### config.mk
export PLATFORM = sky130hd
export DESIGN_NAME = h264_decoded_picture_buffer_core
export DESIGN_NICKNAME = d
export VERILOG_FILES = /design/src/rtl/dpb_pkg.sv /design/src/rtl/dpb_ram.sv /design/src/rtl/h264_decoded_picture_buffer_core.sv
export SDC_FILE = /design/constraint.sdc
export NUM_CORES = 2
export LEC_CHECK = 0
export ABC_AREA = 0
export BUFFER_PORTS_ARGS = -buffer_cell sky130_fd_sc_hd__buf_2
export CAP_MARGIN = 20
export CORE_MARGIN = 2
export CORE_UTILIZATION = 60
export DETAILED_ROUTE_END_ITERATION = 7
export PLACE_DENSITY = 0.8
export SKIP_CTS_REPAIR_TIMING = 1
export SYNTH_ARGS = -nofsm -noshare
export SYNTH_HDL_FRONTEND = slang
export SYNTH_SLANG_ARGS = --single-unit
export TNS_END_PERCENT = 20
### constraint.sdc
create_clock -name clock -period 12.8 [get_ports clock]
set_clock_uncertainty 0.15 [all_clocks]
set_input_delay 0 -clock clock [delete_from_list [all_inputs] [get_ports clock]]
set_output_delay 0 -clock clock [all_outputs]
set_load 0.05 [all_outputs]
### src/rtl/dpb_pkg.sv
// ---------------------------------------------------------------------------
// Decoded picture buffer package
// Shared types, constants and operation codes for the picture buffer core.
// ---------------------------------------------------------------------------
package dpb_pkg;

   localparam int unsigned DEPTH_DEFAULT = 16;

   // Operation codes.
   localparam logic [2:0] OP_ADD       = 3'd0;
   localparam logic [2:0] OP_FLUSH     = 3'd1;
   localparam logic [2:0] OP_SLIDING   = 3'd2;
   localparam logic [2:0] OP_MARK_LONG = 3'd3;
   localparam logic [2:0] OP_UNMARK_ST = 3'd4;
   localparam logic [2:0] OP_UNMARK_LT = 3'd5;
   localparam logic [2:0] OP_UNMARK_ALL = 3'd6;
   localparam logic [2:0] OP_LIST      = 3'd7;

   // Result kinds.
   localparam logic [1:0] KIND_FRAME = 2'd0;
   localparam logic [1:0] KIND_ENTRY = 2'd1;
   localparam logic [1:0] KIND_DONE  = 2'd2;

   // Slot flag bits.
   localparam int unsigned FLAG_REF  = 0;
   localparam int unsigned FLAG_LONG = 1;
   localparam int unsigned FLAG_PEND = 2;

   localparam logic [4:0]  MAX_FRAMES_RESET = 5'd16;
   localparam logic [16:0] MAX_LONG_RESET   = 17'h1FFFF;

   localparam logic [0:0] CSR_MAX_FRAMES = 1'b0;
   localparam logic [0:0] CSR_MAX_LONG   = 1'b1;

   // Width of one stored slot: tag, order count, frame index, flags.
   localparam int unsigned SLOT_W = 83;

   typedef struct packed {
      logic [2:0]  operation;
      logic [31:0] frame_tag;
      logic [31:0] order_count;
      logic [15:0] frame_index;
      logic [15:0] new_long_index;
      logic        is_ref;
      logic        is_long;
      logic        needs_output;
      logic        flush_emit;
   } req_type;

   typedef struct packed {
      logic [1:0]  kind;
      logic [31:0] out_tag;
      logic [31:0] out_order_count;
      logic [15:0] out_frame_index;
      logic        out_is_long;
      logic        out_is_ref;
      logic        entry_valid;
      logic        status;
      logic        last;
   } rsp_type;

   typedef struct packed {
      logic [31:0] tag;
      logic [31:0] poc;
      logic [15:0] idx;
      logic [2:0]  flags;
   } slot_type;

endpackage

### src/rtl/dpb_ram.sv
// ---------------------------------------------------------------------------
// Generic single-port-write RAM
// One write port and one registered read port, parameterized width and depth.
// ---------------------------------------------------------------------------
module dpb_ram #(
   parameter int unsigned WIDTH = 8,
   parameter int unsigned DEPTH = 16
) (
   input  logic                     clock,
   input  logic                     wr_en,
   input  logic [$clog2(DEPTH)-1:0] wr_addr,
   input  logic [WIDTH-1:0]         wr_data,
   input  logic [$clog2(DEPTH)-1:0] rd_addr,
   output logic [WIDTH-1:0]         rd_data
);

   logic [WIDTH-1:0] mem [DEPTH];

   // Write and registered read.
   always_ff @(posedge clock) begin
      if (wr_en) begin
         mem[wr_addr] <= wr_data;
      end
      rd_data <= mem[rd_addr];
   end

endmodule

### src/rtl/h264_decoded_picture_buffer_core.sv
// ---------------------------------------------------------------------------
// Decoded picture buffer core
// Frame store with output bumping, reference marking and slot compaction.
// ---------------------------------------------------------------------------
// The block takes one operation transaction on the req_ channel and answers
// with one or more result transactions on the rsp_ channel; the last result
// of an operation carries last. Configuration is to be written on the csr_
// port only while the block is idle; the block itself does not enforce this.
// Slots live in one RAM that is read one entry per cycle while no held
// result stalls the walk; a sequencer walks the slots for every scan, bump
// and compaction, and the RAM read port sets the pace of these walks.
// req_stall is high from acceptance until the last result is taken. A result
// is held in an output register; while a held result sees rsp_stall high,
// the sequencer waits before it produces another result.
// Reset empties the buffer (the stored count is cleared) and restores the
// register defaults; slot contents are not cleared and need not be.
// ---------------------------------------------------------------------------
module h264_decoded_picture_buffer_core #(
   parameter int unsigned DPB_DEPTH = dpb_pkg::DEPTH_DEFAULT
) (
   input  logic             clock,
   input  logic             reset,
   input  logic             req_valid,
   output logic             req_stall,
   input  dpb_pkg::req_type req_data,
   output logic             rsp_valid,
   input  logic             rsp_stall,
   output dpb_pkg::rsp_type rsp_data,
   input  logic             csr_write,
   input  logic [0:0]       csr_index,
   input  logic [16:0]      csr_wdata
);

   localparam int unsigned AW = $clog2(DPB_DEPTH);
   localparam int unsigned CW = $clog2(DPB_DEPTH + 1);
   localparam logic [CW-1:0] DEPTH_C = CW'(DPB_DEPTH);

   // Sequencer states.
   localparam logic [3:0] S_IDLE   = 4'd0;
   localparam logic [3:0] S_SCAN   = 4'd1;  // issue reads over slots
   localparam logic [3:0] S_DECIDE = 4'd2;  // act on scan result
   localparam logic [3:0] S_RDSEL  = 4'd3;  // read chosen slot
   localparam logic [3:0] S_ACT    = 4'd4;  // modify chosen slot
   localparam logic [3:0] S_SHIFT  = 4'd5;  // compaction move
   localparam logic [3:0] S_SENDW  = 4'd6;  // wait for result to leave
   localparam logic [3:0] S_DONE   = 4'd7;
   localparam logic [3:0] S_LIST   = 4'd8;
   localparam logic [3:0] S_ADDNEW = 4'd9;
   localparam logic [3:0] S_RDWAIT = 4'd10;

   // Scan goals.
   localparam logic [1:0] G_PEND  = 2'd0;  // lowest pending order count
   localparam logic [1:0] G_SLIDE = 2'd1;  // lowest short-term frame index
   localparam logic [1:0] G_MATCH = 2'd2;  // first matching frame index
   localparam logic [1:0] G_ALL   = 2'd3;  // first reference, for unmark all

   logic [3:0]       state_ff, state_in;
   logic [3:0]       ret_ff, ret_in;
   dpb_pkg::req_type req_ff, req_in;
   logic [CW-1:0]    cnt_ff, cnt_in;
   logic [4:0]       maxf_ff, maxf_in;
   logic [16:0]      maxl_ff, maxl_in;
   logic [1:0]       goal_ff, goal_in;
   logic [CW-1:0]    rd_ff, rd_in;       // next read address
   logic [CW-1:0]    cmp_ff, cmp_in;     // address of data now on rd_data
   logic             cmpv_ff, cmpv_in;
   logic             found_ff, found_in;
   logic [AW-1:0]    best_ff, best_in;
   logic [31:0]      bkey_ff, bkey_in;
   logic [CW-1:0]    pos_ff, pos_in;     // compaction cursor
   logic             status_ff, status_in;
   logic             ovalid_ff, ovalid_in;
   dpb_pkg::rsp_type odata_ff, odata_in;

   logic                  wr_en;
   logic [AW-1:0]         wr_addr;
   dpb_pkg::slot_type     wr_slot, rd_slot;
   logic [AW-1:0]         rd_addr;
   logic [dpb_pkg::SLOT_W-1:0] rd_bits;

   dpb_ram #(.WIDTH(dpb_pkg::SLOT_W), .DEPTH(DPB_DEPTH)) u_slots (
      .clock   (clock),
      .wr_en   (wr_en),
      .wr_addr (wr_addr),
      .wr_data (wr_slot),
      .rd_addr (rd_addr),
      .rd_data (rd_bits)
   );

   assign rd_slot = dpb_pkg::slot_type'(rd_bits);
   assign rd_addr = rd_ff[AW-1:0];

   logic [CW-1:0] cap;
   assign cap = (32'(maxf_ff) > DPB_DEPTH) ? DEPTH_C : CW'(maxf_ff);

   // Candidate test and key for the shared compare unit.
   logic        cand;
   logic [31:0] key;
   logic        better;
   always_comb begin
      cand = 1'b0;
      key  = rd_slot.poc;
      case (goal_ff)
         G_PEND: begin
            cand = rd_slot.flags[dpb_pkg::FLAG_PEND];
            key  = rd_slot.poc;
         end
         G_SLIDE: begin
            cand = rd_slot.flags[dpb_pkg::FLAG_REF] && !rd_slot.flags[dpb_pkg::FLAG_LONG];
            key  = {16'd0, rd_slot.idx};
         end
         G_MATCH: begin
            cand = rd_slot.flags[dpb_pkg::FLAG_REF]
                && (rd_slot.flags[dpb_pkg::FLAG_LONG]
                    == (req_ff.operation == dpb_pkg::OP_UNMARK_LT))
                && (rd_slot.idx == req_ff.frame_index);
            key  = 32'd0;
         end
         default: begin
            cand = rd_slot.flags[dpb_pkg::FLAG_REF];
            key  = 32'd0;
         end
      endcase
      better = cand && (!found_ff || key < bkey_ff);
   end

   // Pending-frame limit for bumping. Without a frame limit, a count at the
   // top of the range is never below the limit and cannot be bumped.
   logic        bump_ok;
   logic        nonref_add;
   always_comb begin
      nonref_add = (req_ff.operation == dpb_pkg::OP_ADD) && !req_ff.is_ref;
      bump_ok = found_ff && (nonref_add ? (bkey_ff < req_ff.order_count)
                                        : (bkey_ff != 32'hFFFFFFFF));
   end

   logic out_free;
   assign out_free = !ovalid_ff || !rsp_stall;

   logic        eff_ref;
   always_comb begin
      eff_ref = req_data.is_ref;
      if (req_data.is_ref && req_data.is_long
          && $signed({1'b0, req_data.frame_index}) > $signed(maxl_ff)) begin
         eff_ref = 1'b0;
      end
   end

   // Sequencer.
   always_comb begin
      state_in  = state_ff;
      ret_in    = ret_ff;
      req_in    = req_ff;
      cnt_in    = cnt_ff;
      maxf_in   = maxf_ff;
      maxl_in   = maxl_ff;
      goal_in   = goal_ff;
      rd_in     = rd_ff;
      cmp_in    = rd_ff;
      cmpv_in   = 1'b0;
      found_in  = found_ff;
      best_in   = best_ff;
      bkey_in   = bkey_ff;
      pos_in    = pos_ff;
      status_in = status_ff;
      ovalid_in = ovalid_ff && rsp_stall;
      odata_in  = odata_ff;
      wr_en     = 1'b0;
      wr_addr   = best_ff;
      wr_slot   = rd_slot;

      if (csr_write) begin
         if (csr_index == dpb_pkg::CSR_MAX_FRAMES) begin
            maxf_in = csr_wdata[4:0];
         end else begin
            maxl_in = csr_wdata;
         end
      end

      case (state_ff)
         S_IDLE: begin
            if (req_valid) begin
               req_in        = req_data;
               req_in.is_ref = eff_ref;
               status_in     = 1'b0;
               rd_in         = '0;
               found_in      = 1'b0;
               case (req_data.operation)
                  dpb_pkg::OP_ADD: begin
                     goal_in  = G_PEND;
                     state_in = S_SCAN;
                  end
                  dpb_pkg::OP_FLUSH: begin
                     goal_in  = G_PEND;
                     state_in = req_data.flush_emit ? S_SCAN : S_DONE;
                  end
                  dpb_pkg::OP_SLIDING: begin
                     goal_in  = G_SLIDE;
                     state_in = (cnt_ff == cap) ? S_SCAN : S_DONE;
                  end
                  dpb_pkg::OP_MARK_LONG, dpb_pkg::OP_UNMARK_ST,
                  dpb_pkg::OP_UNMARK_LT: begin
                     goal_in  = G_MATCH;
                     state_in = S_SCAN;
                  end
                  dpb_pkg::OP_UNMARK_ALL: begin
                     goal_in  = G_ALL;
                     state_in = S_SCAN;
                  end
                  default: begin
                     state_in = S_LIST;
                  end
               endcase
            end
         end

         // Walk slots: read issued at rd, compared in the following cycle.
         S_SCAN: begin
            if (cmpv_ff && better) begin
               found_in = 1'b1;
               best_in  = cmp_ff[AW-1:0];
               bkey_in  = key;
            end
            if (rd_ff < cnt_ff
                && !(cmpv_ff && better && (goal_ff == G_MATCH || goal_ff == G_ALL))) begin
               rd_in   = rd_ff + 1'b1;
               cmpv_in = 1'b1;
            end else begin
               state_in = S_DECIDE;
            end
         end

         S_DECIDE: begin
            case (req_ff.operation)
               dpb_pkg::OP_ADD: begin
                  if (req_ff.is_ref && cnt_ff < cap) begin
                     state_in = S_ADDNEW;
                  end else if (req_ff.is_ref && !bump_ok) begin
                     status_in = 1'b1;
                     state_in  = S_DONE;
                  end else if (bump_ok) begin
                     rd_in    = CW'(best_ff);
                     state_in = S_RDSEL;
                  end else begin
                     // The added non-reference frame leaves last.
                     if (out_free) begin
                        ovalid_in = 1'b1;
                        odata_in  = '0;
                        odata_in.kind            = dpb_pkg::KIND_FRAME;
                        odata_in.out_tag         = req_ff.frame_tag;
                        odata_in.out_order_count = req_ff.order_count;
                        odata_in.out_frame_index = req_ff.frame_index;
                        odata_in.out_is_long     = req_ff.is_long;
                        odata_in.last            = 1'b1;
                        state_in = S_SENDW;
                     end
                  end
               end
               dpb_pkg::OP_FLUSH: begin
                  if (bump_ok) begin
                     rd_in    = CW'(best_ff);
                     state_in = S_RDSEL;
                  end else begin
                     state_in = S_DONE;
                  end
               end
               default: begin
                  if (found_ff) begin
                     rd_in    = CW'(best_ff);
                     state_in = S_RDSEL;
                  end else begin
                     state_in = S_DONE;
                  end
               end
            endcase
         end

         S_RDSEL: begin
            state_in = S_ACT;
         end

         // Apply the operation to the chosen slot (rd_slot holds it).
         S_ACT: begin
            wr_addr = best_ff;
            wr_slot = rd_slot;
            pos_in  = CW'(best_ff);
            if (goal_ff == G_PEND) begin
               if (out_free) begin
                  ovalid_in = 1'b1;
                  odata_in  = '0;
                  odata_in.kind            = dpb_pkg::KIND_FRAME;
                  odata_in.out_tag         = rd_slot.tag;
                  odata_in.out_order_count = rd_slot.poc;
                  odata_in.out_frame_index = rd_slot.idx;
                  odata_in.out_is_long     = rd_slot.flags[dpb_pkg::FLAG_LONG];
                  odata_in.out_is_ref      = rd_slot.flags[dpb_pkg::FLAG_REF];
                  wr_en = 1'b1;
                  wr_slot.flags[dpb_pkg::FLAG_PEND] = 1'b0;
                  ret_in   = S_SCAN;
                  rd_in    = CW'(best_ff) + 1'b1;
                  state_in = rd_slot.flags[dpb_pkg::FLAG_REF] ? S_SENDW : S_SHIFT;
                  if (!rd_slot.flags[dpb_pkg::FLAG_REF]) begin
                     cmpv_in = 1'b0;
                  end
               end
            end else if (req_ff.operation == dpb_pkg::OP_MARK_LONG) begin
               wr_en = 1'b1;
               wr_slot.flags[dpb_pkg::FLAG_LONG] = 1'b1;
               wr_slot.idx = req_ff.new_long_index;
               state_in = S_DONE;
            end else begin
               wr_en = 1'b1;
               wr_slot.flags[dpb_pkg::FLAG_REF] = 1'b0;
               ret_in = (goal_ff == G_ALL) ? S_SCAN : S_DONE;
               if (!rd_slot.flags[dpb_pkg::FLAG_PEND]) begin
                  rd_in    = CW'(best_ff) + 1'b1;
                  state_in = S_SHIFT;
               end else begin
                  state_in = S_RDWAIT;
               end
            end
         end

         // Compaction: slot pos takes slot pos+1 (read issued in the previous cycle).
         S_SHIFT: begin
            if (cmpv_ff) begin
               wr_en   = 1'b1;
               wr_addr = pos_ff[AW-1:0];
               wr_slot = rd_slot;
               pos_in  = pos_ff + 1'b1;
            end
            if (rd_ff < cnt_ff) begin
               rd_in   = rd_ff + 1'b1;
               cmpv_in = 1'b1;
            end else if (!cmpv_ff) begin
               cnt_in   = cnt_ff - 1'b1;
               state_in = S_RDWAIT;
            end
         end

         // Return to caller; the read address and found flag are reset for a fresh scan.
         S_RDWAIT: begin
            rd_in    = '0;
            found_in = 1'b0;
            state_in = ret_ff;
            if (ret_ff == S_SCAN && goal_ff == G_PEND && ovalid_ff) begin
               state_in = S_SENDW;
            end
         end

         S_SENDW: begin
            if (!ovalid_ff || !rsp_stall) begin
               if (odata_ff.last) begin
                  if (!ovalid_ff || !rsp_stall) state_in = S_IDLE;
               end else begin
                  state_in = S_RDWAIT;
                  ret_in   = S_SCAN;
               end
            end
         end

         S_ADDNEW: begin
            wr_en   = 1'b1;
            wr_addr = cnt_ff[AW-1:0];
            wr_slot.tag   = req_ff.frame_tag;
            wr_slot.poc   = req_ff.order_count;
            wr_slot.idx   = req_ff.frame_index;
            wr_slot.flags = {req_ff.needs_output, req_ff.is_long, 1'b1};
            cnt_in   = cnt_ff + 1'b1;
            state_in = S_DONE;
         end

         // List walk: one entry per free output cycle; a stalled entry is read again.
         S_LIST: begin
            if (!cmpv_ff) begin
               rd_in   = rd_ff + 1'b1;
               cmpv_in = 1'b1;
            end else if (out_free) begin
               ovalid_in = 1'b1;
               odata_in  = '0;
               odata_in.kind = dpb_pkg::KIND_ENTRY;
               if (cmp_ff < cnt_ff) begin
                  odata_in.out_tag         = rd_slot.tag;
                  odata_in.out_order_count = rd_slot.poc;
                  odata_in.out_frame_index = rd_slot.idx;
                  odata_in.out_is_long     = rd_slot.flags[dpb_pkg::FLAG_LONG];
                  odata_in.out_is_ref      = rd_slot.flags[dpb_pkg::FLAG_REF];
                  odata_in.entry_valid     = 1'b1;
               end
               if (rd_ff == DEPTH_C) begin
                  state_in = S_DONE;
               end else begin
                  rd_in   = rd_ff + 1'b1;
                  cmpv_in = 1'b1;
               end
            end else begin
               rd_in = cmp_ff;
            end
         end

         S_DONE: begin
            if (out_free) begin
               if (req_ff.operation == dpb_pkg::OP_FLUSH) begin
                  cnt_in = '0;
               end
               ovalid_in = 1'b1;
               odata_in  = '0;
               odata_in.kind   = dpb_pkg::KIND_DONE;
               odata_in.status = status_ff;
               odata_in.last   = 1'b1;
               state_in = S_SENDW;
            end
         end

         default: begin
            state_in = S_IDLE;
         end
      endcase
   end

   // Control registers with reset.
   always_ff @(posedge clock) begin
      if (reset) begin
         state_ff  <= S_IDLE;
         ret_ff    <= S_DONE;
         cnt_ff    <= '0;
         maxf_ff   <= dpb_pkg::MAX_FRAMES_RESET;
         maxl_ff   <= dpb_pkg::MAX_LONG_RESET;
         ovalid_ff <= 1'b0;
         cmpv_ff   <= 1'b0;
         found_ff  <= 1'b0;
      end else begin
         state_ff  <= state_in;
         ret_ff    <= ret_in;
         cnt_ff    <= cnt_in;
         maxf_ff   <= maxf_in;
         maxl_ff   <= maxl_in;
         ovalid_ff <= ovalid_in;
         cmpv_ff   <= cmpv_in;
         found_ff  <= found_in;
      end
   end

   // Payload registers.
   always_ff @(posedge clock) begin
      req_ff    <= req_in;
      goal_ff   <= goal_in;
      rd_ff     <= rd_in;
      cmp_ff    <= cmp_in;
      best_ff   <= best_in;
      bkey_ff   <= bkey_in;
      pos_ff    <= pos_in;
      status_ff <= status_in;
      odata_ff  <= odata_in;
   end

   assign req_stall = (state_ff != S_IDLE);
   assign rsp_valid = ovalid_ff;
   assign rsp_data  = odata_ff;

   // The stored count never exceeds the slot count.
   a_cnt_range: assert property (@(posedge clock) disable iff (reset)
      cnt_ff <= DEPTH_C) else $error("stored count out of range");

   // A new operation is taken only when no result other than a last one is pending.
   a_idle_accept: assert property (@(posedge clock) disable iff (reset)
      (req_valid && !req_stall) |-> !(ovalid_ff && !odata_ff.last))
      else $error("operation accepted with a result pending");

   // A frame is added only with room below the slot count.
   a_add_room: assert property (@(posedge clock) disable iff (reset)
      (state_ff == S_ADDNEW) |-> (cnt_ff < DEPTH_C))
      else $error("add without room");

endmodule
==> metrics.md <==
| Metric | Value |
|---|---|
| Outcome | `complete, but fails checks` |
| Failing checks | `negative hold slack` |
| Critical Path RT | `13.01 ns` |
| Max-cap violation count | `0` |
| Crit path kind | `reg -> reg` |
| Syn_nets | `3406` |
| Initial antenna violation count | `22` |
| Antenna-violating nets left | `0` |
| Area occupied by registers | `49500 um2` |
| Routed wire length | `194 mm` |
| Cell Pwr Density | `239 nW/um2` |
| Ys async rst share | `0%` |
| Period utilization | `43.8%` |
| Leakage | `26.1 nW` |
| Largest family of logic cells by synthesized area | `multiplexers` |
| Initial Util | `60.6%` |
| Hold_ws | `-0.0277 ns` |
| Seq/Total Area, Yosys | `74.7%` |
| Vias in the first global route | `35548` |
| Number of placed I/O pins | `215` |
| Hold Path End | `state_ff[1]` |
| R2R Setup Slk | `7.19 ns` |
| Post-synthesis mux area share | `15.3%` |
| Adder-cell area share of the yosys netlist | `2.02%` |
| Fmax | `178 MHz` |
| RSZ-0062 raised after global routing | `no` |
| Worst Path Arrival | `5.82 ns` |
| Startpoint Class | `flip-flop` |
| Kind of end point of the critical path | `flip-flop` |
| Xor/xnor share of the synthesized area | `0.357%` |
| Slew headroom | `20.9%` |
| Syn Std Cell Area | `66200 um2` |
| Post-DP Area | `69000 um2` |
| Cell Rows | `121` |
| Die Wd | `336 um` |
| # setup viols final | `0` |
| Clk_lat worst skew | `0.79 ns` |
| Crit path max fanout | `58` |
| Syn. warnings | `0` |
| Actual slew at the worst max-slew pin | `1.19 ns` |
| Detailed router's first-iteration violation count | `6859` |
| Reg2reg end | `u_slots.mem[8][68]` |
| Clk slew on worst S/H paths | `0.06 ns` |
| Hold path depth | `8` |
| Hold Crit Start | `req_data[0]` |
| Vias per inst | `7.05` |
| Slew Viols, Final | `0` |
| Number of flops mapped to enable cells by yosys | `1565` |
| #FFs+latches synth | `1688` |
| CORE AREA | `109000 um2` |
| Layout cells sized above 1 | `26.7%` |
| Top FF cell, synth | `edfxtp_1` |
| CTS buffer count | `164` |
| Tightest Hold Check Type | `in -> reg` |
| Largest net degree at the start of global routing | `166` |
| Drt pass-1 iters | `8` |
| Sink Count | `1688` |
| FF-to-FF Start | `state_ff[0]` |
| Post-Syn Area per Cell | `20.8 um2` |
| Synth cell types | `80` |
| Setup TNS | `0 ns` |
| Footprint of the multi-input gates | `15800 um2` |
| Min cycle time layout | `5.61 ns` |
| First-pass GRT wire length | `248 mm` |
| Endpoints failing hold | `1` |
| Routability cong. | `0.926` |
| Die Y-Extent | `336 um` |
| Number of fill cells | `5856` |
| Die area | `113000 um2` |
| Post-Synthesis Cells | `3174` |
| WL per Instance | `36.4 um` |
| DRC viols | `0` |
| Area growth, synth to finish | `16.6%` |
| Worst Reg-to-Reg Cells | `8` |
| Total GRT Usage | `30.8%` |
| Grt ovf | `0` |
| IO buf count | `214` |
| NumNets Final | `3945` |
| Worst VDD drop | `0.211 mV` |
| DP HPWL | `90.5 mm` |
| H-tree levels | `4` |
| Synth Area in Compound Gates | `3.49%` |
| Design Area, Final | `77100 um2` |
| CTS tree | `yes` |
| Root buf cell | `clkbuf_16` |
| Vias | `37616` |
| Synth Area in Simple Gates | `2.39%` |
| Longest Clk Path Bufs | `3` |
==> cell usage after synthesis, drive strengths merged (24+ instances only) <==
library cell | instances | area share, %
a22oi | 26 | 0.30
inv | 104 | 0.59
dfxtp | 123 | 3.7
mux4 | 415 | 14
nand2 | 96 | 0.54
a21oi | 42 | 0.32
a22o | 97 | 1.3
nand4 | 24 | 0.23
nor2 | 58 | 0.33
edfxtp | 1565 | 71
mux2 | 66 | 1.1
buf | 77 | 0.65
o21ai | 29 | 0.23
ha | 105 | 2.0
clkbuf | 76 | 0.43
==> layout by cell type (no fill, tap or decap), types with 20 or more instances in the layout <==
cell and n:
buf_4 47, clkbuf_8 23, and2_1 21, mux4_2 415, o21ai_0 22, clkbuf_1 59, dlygate4sd3_1 252, nand2_1 96
inv_1 101, clkinv_2 20, edfxtp_1 1565, dfxtp_1 123, xnor2_1 22, a22o_1 97, a21oi_1 41, buf_2 214
a22oi_1 26, mux2_2 65, clkbuf_16 169, nor2_1 42, nand4_1 24, nand3_1 21, ha_1 104
==> worst max-delay path, stage by stage (launching register included) <==
cell      delay, ns
dfxtp_1        0.78
nor4bb_4       0.44
buf_4          0.60
nor2_1         0.24
a22oi_1        0.30
nand2_1        0.15
nand3b_1       0.47
nor2_4         0.96
buf_4          1.01
==> kinds of logic (layout without fill, tap and decap cells) <==
family | after synthesis | count (layout)
flip-flops | 1688 | 1688
adder cells (fa/ha/maj) | 106 | 106
AO/OA/AOI/OAI | 300 | 300
AND/OR/NAND/NOR | 310 | 310
other | 0 | 9
multiplexers | 486 | 486
XOR/XNOR | 27 | 27
buffers and inverters | 257 | 933
==> where the power goes <==
group          internal [W]  total, W  switching (W)
combinational       0.00199   0.00537        0.00338
sequential          0.00744   0.00803       0.000595
clock               0.00282   0.00501        0.00219
total                0.0122    0.0184        0.00617
==> stage by stage <==
| stage | setup slack (ns) | power (W) | instances | util (%) |
|---|---|---|---|---|
| CTS | 7.24 | 0.0180 | 5065 | 68.1 |
| global route | 7.01 | 0.0188 | 5330 | 70.7 |
| detailed placement | 7.44 | 0.0130 | 4762 | 63.2 |
| floorplan | 2.09 | 0.0115 | 3174 | - |
| finish | 7.19 | 0.0184 | 5335 | 70.7 |
| global placement | 7.50 | 0.0129 | 4760 | 63.1 |
==> worst max path at each step <==
stage / startpoint / endpoint / slack (ns) / cells past startpoint
floorplan: bkey_ff[7] / rsp_data[0] / 2.09 / 8
global placement: state_ff[0] / u_slots.mem[4][29] / 7.50 / 8
detailed placement: state_ff[0] / u_slots.mem[12][54] / 7.44 / 8
CTS: state_ff[0] / u_slots.mem[12][39] / 7.24 / 8
global route: state_ff[0] / u_slots.mem[8][68] / 7.01 / 8
finish: state_ff[0] / u_slots.mem[8][68] / 7.19 / 8
==> sequential cells by signal (all words and copies together) (netlist names), 2 cells and up <==
signal           cells
u_slots.mem       1328
req_ff             102
rsp_data            87
u_slots.rd_data     83
bkey_ff             32
maxl_ff             17
cmp_ff               5
cmp_in               5
cnt_ff               5
maxf_ff              5
best_ff              4
pos_ff               4
state_ff             4
goal_ff              2
==> final cells by class <==
| class | instances | area share [%] |
|---|---|---|
| tap | 1476 | 2.39 |
| timing repair buffer | 526 | 5.50 |
| multi-input combinational | 1229 | 20.4 |
| inverter | 104 | 0.509 |
| clock inverter | 52 | 0.840 |
| antenna | 9 | 0.0292 |
| clock buffer | 251 | 6.18 |
| sequential | 1688 | 64.1 |
==> per-layer routing <==
metal	up-vias	wire length, um	GRT usage (%)
met5	-	115	0
met4	14	12400	12.7
met3	819	25500	7.80
met2	3801	92800	48.9
met1	18720	63400	41.3
li1	14262	-	-
Power figures use the tool's default switching activity.
